### src/sfbl_pkg.sv
// Shared constants and types for the sorted free block list.
package sfbl_pkg;

  localparam int CAPACITY   = 64;
  localparam int BLOCK_BITS = 16;
  localparam int COUNT_W    = $clog2(CAPACITY + 1);

  localparam int IN_W  = 24;
  localparam int OUT_W = 32;

  localparam logic FUNC_INSERT = 1'b0;
  localparam logic FUNC_POP    = 1'b1;

  typedef logic [BLOCK_BITS-1:0] block_t;
  typedef logic [COUNT_W-1:0]    count_t;

  typedef struct packed {
    logic ins;
    logic pop;
  } cell_cmd_t;

endpackage

### src/sfbl_cell.sv
// One storage cell of the sorted list: compare, shift in, shift out.
module sfbl_cell
  import sfbl_pkg::*;
(
  input  logic      clk,
  input  cell_cmd_t cmd,
  input  block_t    num,
  input  logic      occupied,
  input  logic      tail,
  input  logic      prev_place,
  input  block_t    prev_val,
  input  block_t    next_val,
  output block_t    val,
  output logic      place
);

  assign place = occupied && (num < val);

  always_ff @(posedge clk) begin
    if (cmd.ins) begin
      if (prev_place) begin
        val <= prev_val;
      end else if (place || tail) begin
        val <= num;
      end
    end else if (cmd.pop) begin
      val <= next_val;
    end
  end

endmodule

### src/sorted_free_block_list_top.sv
// Top level of the sorted free block list: cell chain, count and result register.
//
// Keeps up to CAPACITY block numbers in ascending order in a row of cells.
// An insert (func 0) goes in after every stored number that is less than or
// equal to it; a pop (func 1) returns the lowest number. Each transfer in
// yields one result transfer out. Every cell compares the new number with
// its own in parallel and the cells shift together, so the block takes one
// item per cycle while the result register drains; a new item waits only
// while a result is held by a stalled consumer. Inserts into a full list
// are dropped and flagged; pops from an empty list return zero.
module sorted_free_block_list_top
  import sfbl_pkg::*;
(
  input  logic             clk,
  input  logic             rst,
  input  logic             s_tvalid,
  output logic             s_tready,
  input  logic [IN_W-1:0]  s_tdata,  // func[0], block_number[16:1], zero pad
  output logic             m_tvalid,
  input  logic             m_tready,
  output logic [OUT_W-1:0] m_tdata   // block_out[15:0], got_block[16],
                                     // rejected_full[17], has_free[18],
                                     // entry_count[25:19], zero pad
);

  logic       in_fire;
  logic       func;
  block_t     num;
  count_t     count;
  count_t     count_next;
  cell_cmd_t  cmd;
  block_t     cell_val   [CAPACITY];
  logic       cell_place [CAPACITY];

  logic [15:0] block_out;
  logic        got_block;
  logic        rejected_full;
  logic        has_free;
  logic [6:0]  entry_count;

  assign s_tready = !m_tvalid || m_tready;
  assign in_fire  = s_tvalid && s_tready;
  assign func     = s_tdata[0];
  assign num      = s_tdata[BLOCK_BITS:1];

  assign cmd.ins = in_fire && (func == FUNC_INSERT) && (count < count_t'(CAPACITY));
  assign cmd.pop = in_fire && (func == FUNC_POP) && (count != '0);

  always_comb begin
    count_next = count;
    if (cmd.ins) begin
      count_next = count + count_t'(1);
    end else if (cmd.pop) begin
      count_next = count - count_t'(1);
    end
  end

  for (genvar gi = 0; gi < CAPACITY; gi++) begin : g_cell
    logic   prev_place;
    block_t prev_val;
    block_t next_val;

    if (gi == 0) begin : g_head
      assign prev_place = 1'b0;
      assign prev_val   = '0;
    end else begin : g_body
      assign prev_place = cell_place[gi-1];
      assign prev_val   = cell_val[gi-1];
    end

    if (gi == CAPACITY - 1) begin : g_last
      assign next_val = '0;
    end else begin : g_inner
      assign next_val = cell_val[gi+1];
    end

    sfbl_cell u_cell (
      .clk        (clk),
      .cmd        (cmd),
      .num        (num),
      .occupied   (count_t'(gi) < count),
      .tail       (count_t'(gi) == count),
      .prev_place (prev_place),
      .prev_val   (prev_val),
      .next_val   (next_val),
      .val        (cell_val[gi]),
      .place      (cell_place[gi])
    );
  end

  always_ff @(posedge clk) begin
    if (rst) begin
      count    <= '0;
      m_tvalid <= 1'b0;
    end else begin
      count <= count_next;
      if (in_fire) begin
        m_tvalid <= 1'b1;
      end else if (m_tready) begin
        m_tvalid <= 1'b0;
      end
    end
  end

  always_ff @(posedge clk) begin
    if (in_fire) begin
      block_out     <= cmd.pop ? 16'(cell_val[0]) : 16'd0;
      got_block     <= cmd.pop;
      rejected_full <= (func == FUNC_INSERT) && !cmd.ins;
      has_free      <= (count_next != '0);
      entry_count   <= 7'(count_next);
    end
  end

  assign m_tdata = {6'd0, entry_count, has_free, rejected_full, got_block, block_out};

`ifndef SYNTHESIS
  a_count_bound: assert property (@(posedge clk) disable iff (rst)
    count <= count_t'(CAPACITY))
    else $error("stored count above capacity");

  a_insert_grows: assert property (@(posedge clk) disable iff (rst)
    (in_fire && func == FUNC_INSERT && count < count_t'(CAPACITY))
      |=> count == $past(count) + count_t'(1))
    else $error("accepted insert did not grow the list");

  a_head_sorted: assert property (@(posedge clk) disable iff (rst)
    (count >= count_t'(2)) |-> (cell_val[0] <= cell_val[1]))
    else $error("head cells out of order");

  a_pop_result: assert property (@(posedge clk) disable iff (rst)
    cmd.pop |=> (m_tvalid && got_block && block_out == 16'($past(cell_val[0]))))
    else $error("pop result does not match head cell");
`endif

endmodule

### config.mk
export PLATFORM = sky130hd
export DESIGN_NAME = sorted_free_block_list_top
export DESIGN_NICKNAME = d
export VERILOG_FILES = /design/src/sfbl_pkg.sv /design/src/sfbl_cell.sv /design/src/sorted_free_block_list_top.sv
export SDC_FILE = /design/constraint.sdc
export NUM_CORES = 2
export LEC_CHECK = 0
export ABC_AREA = 1
export BUFFER_PORTS_ARGS = -buffer_cell sky130_fd_sc_hd__buf_2
export CORE_MARGIN = 4
export CORE_UTILIZATION = 60
export DETAILED_ROUTE_END_ITERATION = 16
export PLACE_DENSITY = 0.74
export SLEW_MARGIN = 10
export SYNTH_ARGS = -nofsm -noshare
export SYNTH_HDL_FRONTEND = slang
export SYNTH_HIERARCHICAL = 1
export SYNTH_SLANG_ARGS = --single-unit
### constraint.sdc
create_clock -name clk -period 28.2 [get_ports clk]
set_clock_uncertainty 0.15 [all_clocks]
set_input_delay 4.23 -clock clk [delete_from_list [all_inputs] [get_ports clk]]
set_output_delay 4.23 -clock clk [all_outputs]
set_load 0.05 [all_outputs]
* Yosys cells after proc, flatten, opt, wreduce, memory -nomap -nowiden
Index checks and enable logic that the tools add are counted.
** Storage, ports and cells
- Input port bits :: 28
- Word-level logic and storage cells :: 795
- Bits in registers :: 1058
- Output and inout bits :: 34
** Operators by class
- Order comparisons :: 129
- Multiplexer cells :: 259
- Add/subtract/negate cells :: 2
- Equality and inequality tests :: 127
- Bitwise operators :: 1
- Reduce and logical (&&, ||, !) cells :: 206
** Operators by type and width (count)
- $mux 16 :: 255
- $lt 16x16->1 :: 64
- $eq 6x7->1 const A :: 32
- $lt 6x7->1 const A :: 32
- $ne 3x1->1 const B :: 63
- $reduce_and 2->1 :: 64
- $eq 5x7->1 const A :: 16
- $lt 5x7->1 const A :: 16
- $logic_and 1x1->1 :: 70
- $logic_or 1x1->1 :: 65
- $eq 4x7->1 const A :: 8
- $lt 4x7->1 const A :: 8
- $eq 3x7->1 const A :: 4
- $lt 3x7->1 const A :: 4
- $eq 2x7->1 const A :: 2
- $lt 1x7->1 const A :: 2
- $lt 2x7->1 const A :: 2
- $mux 7 :: 2
- $reduce_bool 7->1 :: 2
- $add 7x1->7 const B :: 1
- $eq 1x7->1 const A :: 1
- $logic_not 7->1 :: 1
- $lt 7x7->1 const B :: 1
- $sub 7x1->7 const B :: 1
- 5 further kinds :: 8

* Depth between registers and ports, before layout
- Word-level depth :: 8
- Gate-level depth with buffers :: 18
- Gate-level depth less buffers :: 16

* By module
Netlist, hierarchy kept.
** By module, submodules not included
- sfbl_cell at g_cell[0].u_cell ... :: cells an instance 157, area each 1218.7 um2, seq. area each 480.5 um2, times used 63
- sorted_free_block_list_top :: cells an instance 392, area each 2637.5 um2, seq. area each 940.9 um2, times used 1
- sfbl_cell at g_cell[44].u_cell :: cells an instance 157, area each 1345.0 um2, seq. area each 480.5 um2, times used 1

* Worst setup path after synthesis
Ideal clock, no wire load.
- Path type :: in2reg
- Start :: input port m_tready
- End :: register g_cell[44].u_cell.val[0] (enable)
- Buffers on the path :: 1
- Required time :: 27.672 ns
- Setup slack :: 7.517 ns
- Arrival :: 20.155 ns
- Stages on the path :: 7
- Setup time :: 0.378 ns
- Cell sequence :: inv_2 > nand2_2 > nand2_1 > nor3_2 > buf_2 > nor2_1 > a21oi_2
** RTL lines
- start: declaration :: line sorted_free_block_list_top.sv:20 : input logic m_tready,
- end signal: assignment :: line sfbl_cell.sv:22 : val <= prev_val;
- end signal: assignment :: line sfbl_cell.sv:24 : val <= num;
- end signal: assignment :: line sfbl_cell.sv:27 : val <= next_val;
- end: declaration :: line sfbl_cell.sv:13 : output block_t val,

* Final worst setup path
- Start :: input port m_tready
- End :: output port s_tready
** On the way
- Word-level cells in the longest chain between the ends :: 1
** Ends and longest elaborated chain
- $logic_or 1x1->1 :: line sorted_free_block_list_top.sv:41 : assign s_tready = !m_tvalid || m_tready;
- end: declaration :: line sorted_free_block_list_top.sv:17 : output logic s_tready,
No other way between the ends.

==> impl_metrics.py <==
metrics = {
    "critical_path": {
        "cpMostUsedCell": "buf_2",
        "crit_path_max_fanout": 4,
        "setup.worst_path.start_class": "input pin",
        "cpPeakStageDelay_ns": 0.33,
        "worst-path-buf-inv": 3,
        "cp_top_family": "buffers and inverters",
        "critPathRequiredTime_ns": 23.82,
        "slowest_stage": "buf_2",
        "crit_arrival_ns": 4.84,
        "path_cells": "buf_2 -> inv_2 -> nand2_2 -> buf_2",
        "critPathCaptureType": "output port",
        "crit_type": "input pin to output port",
    },
    "synth": {
        "syn_area_um2": 80800,
        "syn-instance-count": 10400,
        "ys_warn_count": 6,
        "syn_avg_cell_area_um2": 7.74,
    },
    "final_layout": {
        "fin_nets": 11400,
        "fillCellCount": 11400,
        "area_delta_synth_final_pct": 7.05,
        "drive_above_1_share_pct": 6.02,
        "design_area_um2": 86400,
    },
    "placed_design": {
        "port_buffers": 48,
        "gp_congestion": 0.912,
        "placed_area_um2": 82300,
        "dp_hpwl_um": 168000,
    },
    "cts": {
        "clkTransAtPathRegs_ns": 0.06,
        "post_cts_resized": 0,
        "cts_max_level": 3,
        "cts_made_buffers": 121,
        "cts_hold_buffers": 0,
        "cts_sinks": 1058,
        "postCtsSetupBuffers": 0,
        "clk_path_buf_depth": 3,
        "cts_tree": "yes",
        "clk_latency_ns": 0.75,
        "clock-root-buffer": "clkbuf_16",
    },
    "timing": {
        "rsz0062_at_grt": "no",
        "fmax_mhz": 108,
        "min_period_over_period_pct": 32.7,
        "period_needed_ns": 9.22,
        "setup-violations-final": 0,
        "finalHoldViolCount": 0,
        "max_slew_margin_pct": 28.4,
        "slew_viol_final": 0,
        "tightest_slew_ns": 1.07,
        "fin_setup_tns_ns": 0,
    },
    "pwr": {
        "finalPower_mw": 4.90,
        "peakVddDrop_mv": 0.0525,
        "pwr_density_cell_nw_per_um2": 56.7,
        "p_leak_nw": 40.2,
    },
    "global_routing": {
        "grt_overflow": 0,
        "grt_pass1_vias": 70500,
        "grt_max_degree": 212,
        "grt_antenna_before_repair": 5,
        "groute.usage.overall_pct": 32.4,
        "grt_pass1_wl_um": 372000,
    },
    "floorplan": {
        "die-area_um2": 141000,
        "coreArea_um2": 134000,
        "fp-row-count": 134,
        "ios": 62,
        "die_x_um": 375,
        "die_h_um": 375,
        "initial_utilization_pct": 60.4,
    },
    "drt": {
        "wl_per_cell_um": 19.1,
        "antenna_left": 0,
        "drt_iter0_drc": 8633,
        "first_pass_iters": 8,
        "vias": 73000,
        "wirelength_um": 234000,
        "drcViolationCount": 0,
        "vias_per_cell": 5.94,
    },
    "outcome": {
        "outcome": "complete, no violations",
    },
    "flow_run": {
        "maxCapViolations": 0,
    },
    "worst_hold_path": {
        "hp-class": "flop to flop",
    },
}
## placed cells by master (no fill, tap or decap), drive strengths merged
cell type,n
nand2,2262
o21ai,2142
inv,1467
nor2,1450
edfxtp,1050
ha,965
a21oi,472
clkbuf,141
nor3,132
buf,87
nor4,64
nand3b,63
or2,63
clkinv,56
conb,47
bufinv,21
nand3,15
dfxtp,8
clkinvlp,5
diode,3
nand4,2
xor2,2
o21a,1
## state kept, by name (all words and copies together) (netlist names)
register / cells
block_out: 16
count: 7
entry_count: 7
g_cell.u_cell/val: 1024
got_block: 1
has_free: 1
m_tvalid: 1
rejected_full: 1
## final timing paths
check,cells after the start,endpoint,startpoint,slack (ns)
min,2,g_cell[62].u_cell/val[10]$_DFFE_PP_,g_cell[63].u_cell/val[10]$_DFFE_PP_,0.41
max,4,s_tready,m_tready,18.98
max reg2reg,11,g_cell[63].u_cell/val[3]$_DFFE_PP_,count[3]$_SDFF_PP0_,23.01
min reg2reg,2,g_cell[62].u_cell/val[10]$_DFFE_PP_,g_cell[63].u_cell/val[10]$_DFFE_PP_,0.41
## worst reg2reg max path: cells and delay by family (launching register included)
| kind | cells | cell delay, ns |
|---|---|---|
| buffers and inverters | 2 | 0.65 |
| AND/OR/NAND/NOR | 6 | 1.38 |
| AO/OA/AOI/OAI | 3 | 1.67 |
| flip-flops | 1 | 0.94 |
## layer usage
metal	track usage (%)	part of all wire (%)
met5	0	0.014
met4	12.5	3.8
met3	4.90	9.2
met2	53.3	46
met1	43.4	41
## per-stage QoR
step | std cells | utilization [%] | hold slack (ns) | setup slack (ns)
after floorplan | 10500 | - | 0.375 | 7.52
after global placement | 12100 | 61.6 | 0.384 | 18.98
after detailed placement | 12100 | 61.6 | 0.395 | 18.98
after CTS | 12300 | 64.7 | 0.413 | 18.98
after global routing | 12300 | 64.7 | 0.444 | 18.95
final | 12300 | 64.7 | 0.410 | 18.98
## area by class of cell
type,count,area [um2],area share [%]
tap,1768,2210,2.56
sequential,1058,31700,36.7
inverter,1466,5510,6.37
clock buffer,141,3190,3.69
multi-input combinational,7680,42300,48.9
antenna,3,7.51,0.00868
timing repair buffer,87,646,0.747
clock inverter,83,926,1.07
## power by group
| part | switching, mW | internal, mW | leakage [nW] |
|---|---|---|---|
| registers | 0.160 | 1.97 | 9.96 |
| logic | 0.763 | 0.336 | 28.3 |
| clock network | 0.674 | 0.992 | 2.00 |
(Power assumes the default switching activity.)
